**src/design/twrtc_pkg.sv**
```systemverilog
// Shared types, codes and helpers for the three-wire clock-chip bus master.
package twrtc_pkg;

  localparam int BITS_PER_BYTE = 8;
  localparam int IDX_W = $clog2(BITS_PER_BYTE);
  localparam logic [IDX_W-1:0] LAST_BIT = IDX_W'(BITS_PER_BYTE - 1);

  localparam logic [1:0] REQ_TICK  = 2'd0;
  localparam logic [1:0] REQ_READ  = 2'd1;
  localparam logic [1:0] REQ_WRITE = 2'd2;
  localparam logic [1:0] REQ_NOP   = 2'd3;

  localparam logic [1:0] PH_IDLE  = 2'd0;
  localparam logic [1:0] PH_CMD   = 2'd1;
  localparam logic [1:0] PH_WDATA = 2'd2;
  localparam logic [1:0] PH_RDATA = 2'd3;

  typedef struct packed {
    logic [1:0] req_type;
    logic [7:0] command_byte;
    logic [7:0] write_value;
    logic       line_in;
  } item_t;

  typedef struct packed {
    logic       start_ignored;
    logic [7:0] read_decoded;
    logic [7:0] read_raw;
    logic       done_res;
    logic       busy_res;
    logic       line_drive;
    logic       line_out;
    logic       enable_level;
    logic       clock_level;
  } res_t;

  function automatic logic [7:0] bcd_value(input logic [7:0] raw);
    logic [7:0] hi;
    hi = {4'b0000, raw[7:4]};
    return (hi << 3) + (hi << 1) + {4'b0000, raw[3:0]};
  endfunction

endpackage

```
**src/design/three_wire_rtc_bus_master.sv**
```systemverilog
// Top level of the three-wire clock-chip bus master with its stream registers.
//
// Input items arrive on the s_axis channel: tuser carries the request kind
// (tick, start read, start write, no operation) and tdata carries the command
// byte, the write byte and the sampled data line. Each tick item advances the
// bus by one half bit time; a start loads a transaction and raises enable.
// Every input item yields exactly one result item on the m_axis channel with
// the line levels after that step, the busy and done flags, the read byte and
// its value decoded from BCD, and a flag for a start that arrived while busy.
// An accepted item is held in the input register, stepped through the bus
// state combinationally and, once the output register is free, loaded into
// the output register, from which its result is offered on m_axis.
// One item is accepted every cycle while results drain.
// When the receiver stalls, the output register holds its result and the input
// register holds the next item; s_axis_tready falls only when both are full.
// Reset empties both registers and returns the bus to idle with all lines low.
module three_wire_rtc_bus_master
  import twrtc_pkg::*;
(
  input  logic        clk,
  input  logic        rst,
  input  logic        s_axis_tvalid,
  output logic        s_axis_tready,
  // [7:0] command_byte, [15:8] write_value, [16] line_in, [23:17] zero
  input  logic [23:0] s_axis_tdata,
  // [1:0] req_type
  input  logic [1:0]  s_axis_tuser,
  output logic        m_axis_tvalid,
  input  logic        m_axis_tready,
  // [0] clock_level, [1] enable_level, [2] line_out, [3] line_drive,
  // [4] busy_res, [5] done_res, [13:6] read_raw, [21:14] read_decoded,
  // [22] start_ignored, [23] zero
  output logic [23:0] m_axis_tdata
);

  logic  in_valid;
  item_t in_item;
  logic  out_valid;
  res_t  out_res;
  res_t  step_res;
  logic  advance;

  assign advance       = in_valid && (!out_valid || m_axis_tready);
  assign s_axis_tready = !in_valid || advance;

  always_ff @(posedge clk) begin
    if (rst) begin
      in_valid <= 1'b0;
    end else if (s_axis_tready) begin
      in_valid <= s_axis_tvalid;
    end
  end

  always_ff @(posedge clk) begin
    if (s_axis_tready && s_axis_tvalid) begin
      in_item.req_type     <= s_axis_tuser;
      in_item.command_byte <= s_axis_tdata[7:0];
      in_item.write_value  <= s_axis_tdata[15:8];
      in_item.line_in      <= s_axis_tdata[16];
    end
  end

  twrtc_step u_step (
    .clk  (clk),
    .rst  (rst),
    .fire (advance),
    .item (in_item),
    .res  (step_res)
  );

  always_ff @(posedge clk) begin
    if (rst) begin
      out_valid <= 1'b0;
    end else if (!out_valid || m_axis_tready) begin
      out_valid <= in_valid;
    end
  end

  always_ff @(posedge clk) begin
    if (advance) begin
      out_res <= step_res;
    end
  end

  assign m_axis_tvalid = out_valid;
  assign m_axis_tdata  = {1'b0, out_res};

endmodule

```
**src/design/twrtc_step.sv**
```systemverilog
// Bus state registers and the per-item step that produces one result.
module twrtc_step
  import twrtc_pkg::*;
(
  input  logic  clk,
  input  logic  rst,
  input  logic  fire,
  input  item_t item,
  output res_t  res
);

  logic [1:0]       phase, phase_next;
  logic [IDX_W-1:0] bit_index, bit_index_next;
  logic             clock_high_half, clock_high_half_next;
  logic [7:0]       out_shift, out_shift_next;
  logic [7:0]       in_shift, in_shift_next;
  logic             is_read, is_read_next;
  logic [7:0]       data_hold, data_hold_next;

  always_comb begin
    logic last;
    logic drive;
    phase_next           = phase;
    bit_index_next       = bit_index;
    clock_high_half_next = clock_high_half;
    out_shift_next       = out_shift;
    in_shift_next        = in_shift;
    is_read_next         = is_read;
    data_hold_next       = data_hold;
    res                  = '0;
    last                 = (bit_index == LAST_BIT);
    if (item.req_type == REQ_READ || item.req_type == REQ_WRITE) begin
      if (phase != PH_IDLE) begin
        res.start_ignored = 1'b1;
      end else begin
        out_shift_next       = item.command_byte;
        data_hold_next       = item.write_value;
        is_read_next         = (item.req_type == REQ_READ);
        in_shift_next        = '0;
        bit_index_next       = '0;
        clock_high_half_next = 1'b0;
        phase_next           = PH_CMD;
      end
    end else if (item.req_type == REQ_TICK && phase != PH_IDLE) begin
      if (!clock_high_half) begin
        if (phase == PH_RDATA) begin
          in_shift_next = {item.line_in, in_shift[7:1]};
        end
        clock_high_half_next = 1'b1;
      end else begin
        clock_high_half_next = 1'b0;
        bit_index_next = last ? '0 : bit_index + 1'b1;
        if (phase == PH_RDATA) begin
          if (last) begin
            res.done_res     = 1'b1;
            res.read_raw     = in_shift;
            res.read_decoded = bcd_value(in_shift);
            phase_next       = PH_IDLE;
          end
        end else begin
          out_shift_next = {1'b0, out_shift[7:1]};
          if (last) begin
            if (phase == PH_CMD) begin
              if (is_read) begin
                phase_next    = PH_RDATA;
                in_shift_next = '0;
              end else begin
                phase_next     = PH_WDATA;
                out_shift_next = data_hold;
              end
            end else begin
              res.done_res = 1'b1;
              phase_next   = PH_IDLE;
            end
          end
        end
      end
    end
    drive            = (phase_next == PH_CMD || phase_next == PH_WDATA);
    res.clock_level  = (phase_next != PH_IDLE) && clock_high_half_next;
    res.enable_level = (phase_next != PH_IDLE);
    res.busy_res     = (phase_next != PH_IDLE);
    res.line_drive   = drive;
    res.line_out     = drive && out_shift_next[0];
  end

  always_ff @(posedge clk) begin
    if (rst) begin
      phase           <= PH_IDLE;
      bit_index       <= '0;
      clock_high_half <= 1'b0;
      out_shift       <= '0;
      in_shift        <= '0;
      is_read         <= 1'b0;
      data_hold       <= '0;
    end else if (fire) begin
      phase           <= phase_next;
      bit_index       <= bit_index_next;
      clock_high_half <= clock_high_half_next;
      out_shift       <= out_shift_next;
      in_shift        <= in_shift_next;
      is_read         <= is_read_next;
      data_hold       <= data_hold_next;
    end
  end

  a_idle_clean: assert property (@(posedge clk) disable iff (rst)
    (phase == PH_IDLE) |-> (bit_index == '0 && !clock_high_half))
    else $error("idle phase with bit position or clock half left over");

  a_done_ends: assert property (@(posedge clk) disable iff (rst)
    (fire && res.done_res) |=> (phase == PH_IDLE))
    else $error("transaction end did not return to idle");

  a_ignored_holds: assert property (@(posedge clk) disable iff (rst)
    (fire && res.start_ignored) |=> ($stable(phase) && $stable(bit_index)
                                     && $stable(out_shift)))
    else $error("dropped start disturbed the transaction");

  a_drive_busy: assert property (@(posedge clk) disable iff (rst)
    res.line_drive |-> (res.busy_res && res.enable_level && !res.done_res))
    else $error("data line driven outside a transaction");

endmodule

```
**config.mk**
```make
export PLATFORM = sky130hd
export DESIGN_NAME = three_wire_rtc_bus_master
export DESIGN_NICKNAME = d
export VERILOG_FILES = /design/src/design/twrtc_pkg.sv /design/src/design/three_wire_rtc_bus_master.sv /design/src/design/twrtc_step.sv
export SDC_FILE = /design/constraint.sdc
export NUM_CORES = 1
export LEC_CHECK = 0
export ABC_AREA = 1
export BUFFER_PORTS_ARGS = -buffer_cell sky130_fd_sc_hd__buf_2
export CAP_MARGIN = 20
export CORE_AREA = 2 2 95 97
export DETAILED_ROUTE_END_ITERATION = 10
export DIE_AREA = 0 0 97 99
export GPL_ROUTABILITY_DRIVEN = 0
export GPL_TIMING_DRIVEN = 0
export PLACE_DENSITY_LB_ADDON = 0.25
export SYNTH_ARGS = -nofsm -noshare
export SYNTH_HDL_FRONTEND = slang
export SYNTH_SLANG_ARGS = --single-unit
export TNS_END_PERCENT = 50
```
**constraint.sdc**
```tcl
create_clock -name clk -period 2.2 [get_ports clk]
set_input_delay 0.33 -clock clk [delete_from_list [all_inputs] [get_ports clk]]
set_output_delay 0.33 -clock clk [all_outputs]
set_load 0.02 [all_outputs]
```
---- Word level (Yosys, flattened, before mapping) ----
Index checks and enable logic that the tools add are counted.
cells by class
  add/subtract/negate cells ............... 3
  $mul .................................... 0
  div/mod/pow operators ................... 0
  magnitude comparators ................... 0
  equality and inequality tests ........... 10
  shift operators ......................... 0
  multiplexer cells ....................... 40
  bitwise logic cells ..................... 5
  reduce and logical (&&, ||, !) cells .... 26
operators with widths
  kind                 count
  $mux 8               17
  $mux 2               8
  $mux 3               5
  $reduce_bool 3->1    4
  $mux 1               10
  $add 7x5->8          1
  $add 8x4->8          1
  $reduce_and 8->1     1
  $reduce_bool 2->1    4
  $eq 2x1->1 const B   3
  $eq 2x2->1 const B   3
  $logic_and 1x1->1    5
  $not 1->1            5
  $reduce_and 5->1     1
  $reduce_or 5->1      1
  $logic_or 1x1->1     4
  $reduce_and 4->1     1
  $add 3x1->3 const B  1
  $eq 3x3->1 const B   1
  $ne 3x3->1 const B   1
  $reduce_and 3->1     1
  $reduce_or 3->1      1
  $logic_not 1->1      2
  $logic_not 2->1      1
  2 further kinds      2
word-level totals
  bits in registers ....................... 74
  bits in latches ......................... 0
  RAM bits ................................ 0
  ROM bits ................................ 0
  bits of input ports ..................... 30
  output and inout bits ................... 26
  word-level logic and storage cells ...... 106
  memories kept ........................... 0

---- Depth between registers and ports, before layout ----
Gate-level depths: netlist of the first run.
  word-level depth ........................ 10
  gate-level depth with buffers ........... 12
  depth with buffers taken out ............ 11

---- Modules after synthesis ----
From an unflattened synthesis of the first run, not the netlist that was laid out.
second synthesis, totals
  cell total of the unflattened synthesis .. 358
  area total of the unflattened synthesis .. 3392.0 um^2
modules (own cells, without submodules)
  module                     instances  cells an instance  area each (um^2)  seq. area each (um^2)
  twrtc_step                 1          302                2028.2            620.6
  three_wire_rtc_bus_master  1          56                 1363.8            1301.2

---- Worst setup path before layout of the first run ----
Ideal clock, no wire load.
  path kind ............................... reg2reg
  start ................................... reg u_step.in_shift[3]
  end ..................................... reg out_res (netlist bit m_axis_tdata[20]) (data pin)
  setup time .............................. 260 ps
  data arrival time ....................... 1740 ps
  data required time ...................... 1940 ps
  slack ................................... 200 ps
  stages on the path, launching flop included .. 9
  path buffers ............................ 0
  clock period less this slack ............ 2000 ps
  cells stage by stage .................... dfxtp_1 > inv_1 > fa_1 > inv_1 > fa_1 > inv_1 > o21ai_0 > a21oi_1 > a21oi_1
between the ends
  cells in the longest elaborated chain, start to end .. 1
ends and longest elaborated chain
  what                    RTL line                         text
  start, declared         twrtc_step.sv:16                 logic [7:0] in_shift, in_shift_next;
  start signal, assigned  twrtc_step.sv:101                in_shift <= in_shift_next;
  $add 8x4->8             twrtc_pkg.sv:40                  return (hi << 3) + (hi << 1) + {4'b0000, raw[3:0]};
  end signal, assigned    three_wire_rtc_bus_master.sv:81  out_res <= step_res;
  end, declared           three_wire_rtc_bus_master.sv:39  res_t out_res;
No other way between the ends.
A chain may end at the register's enable or synchronous reset.

---- Final worst setup path of the first run ----
  start ................................... reg u_step.in_shift[4]
  end ..................................... reg out_res (netlist bit m_axis_tdata[20]) (data pin)
between the ends
  cells in the longest elaborated chain, start to end .. 2
ends and longest elaborated chain
  what         RTL line
  $add 7x5->8  twrtc_pkg.sv:40
  $add 8x4->8  twrtc_pkg.sv:40
No other way between the ends.

==> impl_metrics.yaml, run 1 <==
clock_tree:
  postCtsHoldBufs: 0
  cts_tree: "built"
  htree_levels: 3
  cts_root_buf: "clkbuf_8"
  clock_latency_ns: 0.34
  numCtsBuffers: 9
  clk_path_buf_depth: 2
  path_clk_slew_ns: 0.08
  cts_sinks: 73
logic_synthesis:
  yosysMostFrequentCell: "nor2_1"
  synth-edff-count: 40
  yosysWarnings: 0
  synth-seq-cells: 73
  yosys-top-cells-count: "nor2_1, nand2_1, inv_1, edfxtp_1, dfxtp_1"
  ys.flop_type: "edfxtp_1"
  synth_area_um2: 3330
  synthCells: 356
  yosys.area.top_type: "edfxtp_1"
  async_reset_ff_frac: 0
  synth_top_area_frac: 0.360
  synth_area_leaders: "edfxtp_1, dfxtp_1, nor2_1, nand2_1, ha_1"
  ys_seq_area_frac: 0.559
  ys_types: 36
  syn_area_per_cell_um2: 9.36
  synth_nets: 402
worst_setup_path:
  critical-path-top-delay-family: "adder cells"
  critPathRequiredTime_ns: 2.30
  crit_buf_inv: 3
  cp_max_fo: 3
  path_common_cell: "inv_1"
  crit_type: "reg2reg"
  worstSetupEndpointType: "flip-flop"
  crit_path_max_incr_delay_ns: 0.51
  worst_setup_path_start_kind: "flip-flop"
  cp_data_arrival_time_ns: 2.22
  cp_slowest_cell: "fa_1"
  crit_chain: "inv_1 -> fa_1 -> inv_1 -> fa_1 -> inv_1 -> o21ai_0 -> a21oi_1 -> a21oi_1"
floorplan:
  coreArea_um2: 8550
  ios: 56
  core.rowCount: 34
  dieArea_um2: 9600
  die-height_um: 99
  die_w_um: 97
  start_util: 0.390
grt:
  grt_pass1_vias: 2179
  track_usage: 0.129
  grt_max_degree: 28
  grt_pass1_wl_um: 9850
  grt_antenna_before_repair: 0
  grt_overflow: 0
place:
  post-place-ws_ns: 0.0864
  port_buffers: 46
  dp_hpwl_um: 4290
sta:
  post-route-period-util: 0.963
  drv_slew: 0
  skew_ns: 0.0101
  rsz0062_at_grt: "no"
  tns_ns: 0
  finalSetupViolCount: 0
  min_period_ns: 2.12
  holdWs_ns: 0.156
  hold_viol: 0
  setup_slack_ns: 0.0815
  max_freq_mhz: 472
  worst_slew_margin_rel: 0.387
  worst_slew_pin_slew_ns: 0.918
detailed_routing:
  wirelength_um: 5960
  dr.pass1.iters: 4
  drt-initial-drc-count: 99
  via_per_inst: 4.67
  antenna_left: 0
  drc_errors: 0
  wire_per_inst_um: 11.3
  vias: 2455
run_status:
  outcome: "completed"
cells_and_area:
  drive_gt1_frac: 0.208
  nets: 459
  syn_to_final_growth_pct: 16.6
  nFillCells: 826
  num_antenna_cells: 0
  final_core_util: 0.454
pwr:
  p_per_area_nw_per_um2: 738
  vdd_drop_max_mv: 0.366
  p_leak_nw: 1.68
  total_power_mw: 2.87
job:
  maxCapViolations: 0
hold_path:
  hp-class: "in2reg"
## timing repair
item,in CTS,in global routing
resized for setup,0,5
setup endpoints to repair,0,4
hold endpoints to repair,0,0
buffers inserted,0,0
## power by group
group | switching (mW) | internal, mW
registers | 0.0353 | 1.52
logic | 0.216 | 0.113
clock network | 0.463 | 0.524
## metrics by stage
stage          instance area, um^2  cells
2_1_floorplan                 3330    356
3_3_place_gp                  3700    510
3_5_place_dp                  3700    510
4_1_cts                       3880    526
5_1_grt                       3880    526
6_report                      3880    526
## cell usage in the layout, fill, tap and decap left out, types with 2 or more instances in the layout
master    count
a22oi_1       2
nand2_4       3
nand3_2       2
buf_2        47
inv_2         4
o21ai_0      26
clkinv_2      2
buf_6         2
nand3_1      11
inv_1        41
fa_1          2
nand2_1      51
buf_4         3
o21ai_1       9
clkbuf_1      7
clkbuf_8      9
a21oi_2       3
ha_1         14
nor2_4        2
nor3_1        2
edfxtp_1     40
a21oi_1      24
nor2_1       63
dfxtp_1      32
## layout make-up
cell class,instances,area (um^2),area share
flip-flops and latches,73,1860,0.480
clock inverters,3,42.5,0.0110
repair buffers,46,230,0.0593
inverters,49,193,0.0496
clock buffers,13,139,0.0357
plain buffers,9,61.3,0.0158
well taps,108,135,0.0348
multi-input cells,225,1220,0.314
## worst paths after layout
kind	cells after the start	slack [ns]	to	start
setup / recovery	8	0.08	m_axis_tdata[20]	u_step.in_shift[4]
hold reg to reg	2	0.48	u_step.data_hold[4]	in_item[5]
hold / removal	1	0.16	in_item[3]	s_axis_tdata[10]
setup reg to reg	8	0.08	m_axis_tdata[20]	u_step.in_shift[4]
## flip-flops by register name (all words and copies together), names as in the netlist
| name | count |
|---|---|
| in_item | 19 |
| u_step.clock_high_half | 1 |
| m_axis_tdata | 21 |
| u_step.phase | 2 |
| u_step.in_shift | 8 |
| u_step.bit_index | 3 |
| u_step.is_read | 1 |
| m_axis_tvalid | 1 |
| u_step.data_hold | 8 |
| u_step.out_shift | 8 |
| in_valid | 1 |
## metal layers
metal | up-vias | part of all wire | global-route usage
li1 | 1283 | - | -
met1 | 1110 | 0.46 | 0.157
met2 | 51 | 0.48 | 0.214
met3 | 11 | 0.040 | 0.0333
met4 | 0 | 0.016 | 0.0618
met5 | - | 0 | 0
## cells by family after synthesis
kind of cell	Yosys count	share of synthesized area
compound gates	70	0.116
simple gates	138	0.184
other cells	1	0.00113
fa+ha+maj	16	0.0646
buf+inv	58	0.0762
flops	73	0.559
No activity file was read; power rests on OpenSTA's default activity.
==> inputs of run 2 (changes only) <==
--- a/config.mk
+++ b/config.mk
@@ -5,16 +5,17 @@
 export SDC_FILE = /design/constraint.sdc
 export NUM_CORES = 1
 export LEC_CHECK = 0
-export ABC_AREA = 1
+export ABC_AREA = 0
 export BUFFER_PORTS_ARGS = -buffer_cell sky130_fd_sc_hd__buf_2
 export CAP_MARGIN = 20
-export CORE_AREA = 2 2 95 97
+export CORE_AREA = 2 2 96 98
 export DETAILED_ROUTE_END_ITERATION = 10
-export DIE_AREA = 0 0 97 99
+export DIE_AREA = 0 0 98 100
 export GPL_ROUTABILITY_DRIVEN = 0
 export GPL_TIMING_DRIVEN = 0
 export PLACE_DENSITY_LB_ADDON = 0.25
 export SYNTH_ARGS = -nofsm -noshare
 export SYNTH_HDL_FRONTEND = slang
+export SYNTH_HIERARCHICAL = 1
 export SYNTH_SLANG_ARGS = --single-unit
 export TNS_END_PERCENT = 50
==> run 2 against run 1 <==
Net effect: the flow now finishes with violations (negative setup slack); non-clock buffer count up 20; synthesized area grew 2.6%; cell area increased by 7.2%; largest power group unchanged; highest routed layer unchanged.
==> impl_metrics.yaml, run 2 <==
run_status:
  outcome: "finished, violations left"
  violations: "negative setup slack"
logic_synthesis:
  syn_area_per_cell_um2: 11.7
  yosysWarnings: 6
  synth-edff-count: 42
  ys_seq_area_frac: 0.562
  synth_nets: 336
  yosys-top-cells-count: "edfxtp_1, dfxtp_1, nand2_1, nor2_1, a21oi_1"
  ys_types: 54
  synth_area_leaders: "edfxtp_1, dfxtp_1, ha_1, mux2i_1, nand2_1"
  synth_top_area_frac: 0.369
  synthCells: 292
  ys.flop_type: "edfxtp_1"
  synth_area_um2: 3420
  yosys.area.top_type: "edfxtp_1"
  yosysMostFrequentCell: "edfxtp_1"
  synth-seq-cells: 75
  async_reset_ff_frac: 0
floorplan:
  die-height_um: 100
  dieArea_um2: 9800
  start_util: 0.385
  coreArea_um2: 8890
  ios: 56
  core.rowCount: 35
  die_w_um: 98
detailed_routing:
  drc_errors: 0
  via_per_inst: 4.92
  drt-initial-drc-count: 93
  dr.pass1.iters: 4
  antenna_left: 0
  wirelength_um: 6630
  wire_per_inst_um: 13.9
  vias: 2354
worst_setup_path:
  crit_chain: "inv_2 -> ha_4 -> clkbuf_16 -> and4b_2 -> o21ai_2 -> mux2i_1 -> ha_1 -> nand2_1 -> nor2_1 -> a41o_1"
  r2r-end: "m_axis_tdata[2]"
  worst_setup_path_start_kind: "flip-flop"
  crit_start: "in_item[17]"
  crit_path_max_incr_delay_ns: 0.42
  cp_max_fo: 4
  cp_slowest_cell: "edfxtp_1"
  r2r-start: "in_item[17]"
  critical-path-top-delay-family: "adder cells"
  worstSetupEndpointType: "flip-flop"
  r2r_setup_slack_ns: -0.07
  cp_data_arrival_time_ns: 2.38
  rr_worst_depth: 10
  crit_path_end: "m_axis_tdata[2]"
  critPathRequiredTime_ns: 2.31
  crit_type: "reg2reg"
  cp.depth: 10
  crit_buf_inv: 2
clock_tree:
  htree_levels: 3
  cts_sinks: 75
  cts_tree: "built"
  clock_latency_ns: 0.35
  cts_root_buf: "clkbuf_8"
  numCtsBuffers: 9
  path_clk_slew_ns: 0.08
  clk_path_buf_depth: 2
hold_path:
  hp-class: "in2reg"
cells_and_area:
  nets: 406
  fin_cells: 478
  nFillCells: 851
  layout_commonest_cell: "buf_2"
  final_cell_mix: "buf_2, edfxtp_1, dfxtp_1, nand2_1, nor2_1"
  syn_to_final_growth_pct: 21.8
  regArea_um2: 1930
  largest_reg_flops: 23
  multi_input_area_um2: 1410
  num_antenna_cells: 0
  drive_gt1_frac: 0.330
grt:
  grt_pass1_vias: 2320
  grt_antenna_before_repair: 0
  grt_pass1_wl_um: 11200
  grt_overflow: 0
  grt_max_degree: 20
  track_usage: 0.145
sta:
  worst_slew_margin_rel: 0.629
  max_freq_mhz: 440
  tns_ns: -0.0734
  min_period_ns: 2.27
  setup_slack_ns: -0.0734
  finalSetupViolCount: 1
  skew_ns: 0.00982
  rsz0062_at_grt: "yes"
  hold_viol: 0
  drv_slew: 0
  holdWs_ns: 0.153
  worst_slew_pin_slew_ns: 0.554
  post-route-period-util: 1.03
pwr:
  total_power_mw: 2.95
  vdd_drop_max_mv: 0.398
  p_per_area_nw_per_um2: 708
  p_leak_nw: 1.65
place:
  dp_hpwl_um: 4510
  port_buffers: 47
  dp.cells: 450
job:
  maxCapViolations: 0
[run 2: cell types whose count changed after synthesis, moves of 10 or more]
cell      before  now
nor2_1        63   25
inv_1         41   12
o21ai_0       28    2
nand2_1       51   29
mux2i_1        0   12
a21oi_1       25   15
nand2b_1       0   10
nand3_1       11    1
[run 2: cells by family (layout without fill, tap and decap cells)]
family,after synthesis,in the layout,synth area share
simple gates,95,96,0.150
flops,75,75,0.562
compound gates,54,54,0.119
buf+inv,29,103,0.0402
mux,19,19,0.0582
fa+ha+maj,15,15,0.0585
xor+xnor,4,4,0.0102
other cells,1,1,0.00110
[run 2: where the power goes]
| part | switching (mW) | leakage, nW | internal (mW) |
|---|---|---|---|
| Clock | 0.533 | 0.101 | 0.538 |
| Sequential | 0.0240 | 0.663 | 1.54 |
| Combinational | 0.180 | 0.888 | 0.133 |
| Total | 0.737 | 1.65 | 2.21 |
[run 2: per-layer routing]
metal | global-route usage | routed length (um)
met1 | 0.172 | 2880
met2 | 0.250 | 3340
met3 | 0.0334 | 272
met4 | 0.0662 | 142
met5 | 0 | 0
[run 2: timing repair]
| action | 4_1_cts | 5_1_grt |
|---|---|---|
| setup buffers | 7 | 4 |
| pin swaps | 4 | 2 |
| setup endpoints to repair | 19 | 25 |
| hold buffers | 0 | 0 |
| gates resized for setup | 13 | 7 |
| cloned | 1 | 0 |
[run 2: worst reg2reg max path: cells and delay by family, from the launching register on]
kind            cells  cell delay, ns
simple gates        3            0.42
mux                 1            0.13
fa+ha+maj           2            0.56
flops               1            0.42
compound gates      2            0.29
buf+inv             2            0.24
[run 2: metrics by stage]
stage	area (um^2)	setup slack, ns	util
finish	4170	-0.0734	0.469
global route	4170	-0.196	0.469
CTS	4120	-0.0632	0.463
detailed placement	3810	-0.475	0.428
global placement	3810	-0.430	0.428
floorplan	3430	0.00176	-
[run 2: worst min path at each step]
stage / startpoint / end / depth (start not counted)
3_3_place_gp: u_step/data_hold[3] / u_step/data_hold[3] / 2
6_report: s_axis_tdata[3] / in_item[12] / 1
3_5_place_dp: u_step/data_hold[1] / u_step/data_hold[1] / 2
4_1_cts: s_axis_tdata[3] / in_item[12] / 1
2_1_floorplan: rst / in_valid / 1
5_1_grt: s_axis_tdata[0] / in_item[9] / 1
[run 2: final cells by class]
type / count / area share
Sequential cell: 75 / 0.463
Multi-Input combinational cell: 189 / 0.339
Timing Repair Buffer: 58 / 0.0763
Tap cell: 111 / 0.0333
Clock buffer: 10 / 0.0306
Buffer: 17 / 0.0282
Clock inverter: 6 / 0.0177
Inverter: 12 / 0.0117
==> inputs of run 3 (changes only) <==
--- a/config.mk
+++ b/config.mk
@@ -14,6 +14,7 @@
 export GPL_ROUTABILITY_DRIVEN = 0
 export GPL_TIMING_DRIVEN = 0
 export PLACE_DENSITY_LB_ADDON = 0.25
+export RECOVER_POWER = 25
 export SYNTH_ARGS = -nofsm -noshare
 export SYNTH_HDL_FRONTEND = slang
 export SYNTH_HIERARCHICAL = 1
==> run 3 against run 2 <==
Net effect: the run still ends with negative setup slack left; register-to-register slack about the same; sequential share of layout area rose by 0.14 points; sequential power about the same; flip-flop and latch count unchanged; cell area fell by 0.30%; power hardly changed; clock power barely moved; clock skew hardly changed; hold slack hardly changed; via count rose by 0.34%; first-iteration DRC count unchanged; combinational power about the same.
==> impl_metrics.yaml, run 3 (synthesized netlist as in run 2, its figures left out) <==
worst_setup_path:
  worstSetupEndpointType: "flip-flop"
  crit_path_end: "m_axis_tdata[2]"
  worst_setup_path_start_kind: "flip-flop"
  cp_max_fo: 4
  crit_start: "in_item[18]"
  critPathRequiredTime_ns: 2.31
  cp_data_arrival_time_ns: 2.37
  crit_type: "reg2reg"
  r2r-start: "in_item[18]"
  r2r_setup_slack_ns: -0.07
  rr_worst_depth: 10
  r2r-end: "m_axis_tdata[2]"
hold_path:
  worstHoldPathCells: 1
  hp-class: "in2reg"
floorplan:
  coreArea_um2: 8890
  die_w_um: 98
  core.rowCount: 35
  die-height_um: 100
  start_util: 0.385
  dieArea_um2: 9800
  ios: 56
clock_tree:
  numCtsBuffers: 9
  cts_root_buf: "clkbuf_8"
  clk_path_buf_depth: 2
  cts_tree: "built"
  postCtsHoldBufs: 0
  clock_latency_ns: 0.35
  htree_levels: 3
  cts_sinks: 75
  path_clk_slew_ns: 0.08
detailed_routing:
  via_per_inst: 4.94
  wirelength_um: 6620
  vias: 2362
  drc_errors: 0
  antenna_left: 0
  dr.pass1.iters: 4
  drt-initial-drc-count: 93
  wire_per_inst_um: 13.9
place:
  dp.cells: 450
  port_buffers: 47
  dp_hpwl_um: 4510
  postPlaceCellArea_um2: 3810
job:
  maxCapViolations: 0
sta:
  min_period_ns: 2.27
  rsz0062_at_grt: "yes"
  drv_slew: 0
  skew_ns: 0.00980
  holdWs_ns: 0.153
  max_freq_mhz: 441
  hold_viol: 0
  worst_slew_pin_slew_ns: 1.20
  finalSetupViolCount: 1
  worst_slew_margin_rel: 0.203
  setup_slack_ns: -0.0677
  post-route-period-util: 1.03
grt:
  use_met3: 0.0334
  grtUsageMet2: 0.250
  grt_antenna_before_repair: 0
  grt_overflow: 0
  grt_pass1_wl_um: 11200
  track_usage: 0.145
  grt_max_degree: 20
  grt_pass1_vias: 2320
  grtUsageMet1: 0.172
  grt_busiest_layer: "met2"
cells_and_area:
  nFillCells: 854
  final_cell_mix: "buf_2, edfxtp_1, dfxtp_1, nand2_1, nor2_1"
  multi_input_area_um2: 1400
  syn_to_final_growth_pct: 21.5
  layout_commonest_cell: "buf_2"
  regArea_um2: 1930
  largest_reg_flops: 23
  drive_gt1_frac: 0.324
  num_antenna_cells: 0
  fin_cells: 478
  nets: 406
  final_cell_area_um2: 4150
run_status:
  violations: "negative setup slack"
  outcome: "finished, violations left"
pwr:
  p_per_area_nw_per_um2: 710
  vdd_drop_max_mv: 0.399
  p_leak_nw: 1.63
## run 3: power breakdown
group          switching, mW  internal [mW]
Clock                  0.533          0.538
Combinational          0.180          0.131
Sequential            0.0233           1.54
## run 3: what timing repair did
item | in CTS | in global routing
pin swaps | 4 | 2
gates cloned | 1 | 0
resized for setup | 13 | 7
endpoints found under the setup margin | 19 | 25
setup buffers | 7 | 4
## run 3: routing by layer
layer  part of all wire  vias up
li1                   -     1187
met1               0.43     1115
met2               0.50       48
met3              0.042       12
met4              0.021        0
met5                  0        -
## run 3: stage by stage
| stage | power, mW | util | TNS [ns] | worst slack (ns) |
|---|---|---|---|---|
| 3_5_place_dp | 1.88 | 0.428 | -3.94 | -0.475 |
| 2_1_floorplan | 1.79 | - | 0 | 0.00176 |
| 5_1_grt | 3.08 | 0.467 | -0.587 | -0.196 |
| 4_1_cts | 2.98 | 0.463 | -0.0632 | -0.0632 |
| 3_3_place_gp | 1.87 | 0.428 | -3.48 | -0.430 |
| 6_report | 2.95 | 0.467 | -0.0677 | -0.0677 |
## run 3: critical path, stage by stage, from the launching register on
cell and delay [ns]:
edfxtp_1 0.39, inv_2 0.10, ha_4 0.22, clkbuf_16 0.15
and4b_2 0.30, o21ai_2 0.08, mux2i_1 0.13, ha_1 0.35
nand2_1 0.07, nor2_1 0.04, a41o_1 0.21
## run 3: final cells by class
type | instances | share of cell area
Tap cell | 111 | 0.0334
Clock buffer | 10 | 0.0307
Buffer | 17 | 0.0283
Timing Repair Buffer | 58 | 0.0762
Clock inverter | 6 | 0.0178
Inverter | 12 | 0.0117
Sequential cell | 75 | 0.464
Multi-Input combinational cell | 189 | 0.337
## run 3: worst min-delay path by stage
stage	slack, ns	from	endpoint
after CTS	0.14	s_axis_tdata[3]	in_item[12]
after global routing	0.14	s_axis_tdata[0]	in_item[9]
final	0.15	s_axis_tdata[3]	in_item[12]
after global placement	0.45	u_step/data_hold[3]	u_step/data_hold[3]
after detailed placement	0.45	u_step/data_hold[1]	u_step/data_hold[1]
after floorplan	0.39	rst	in_valid
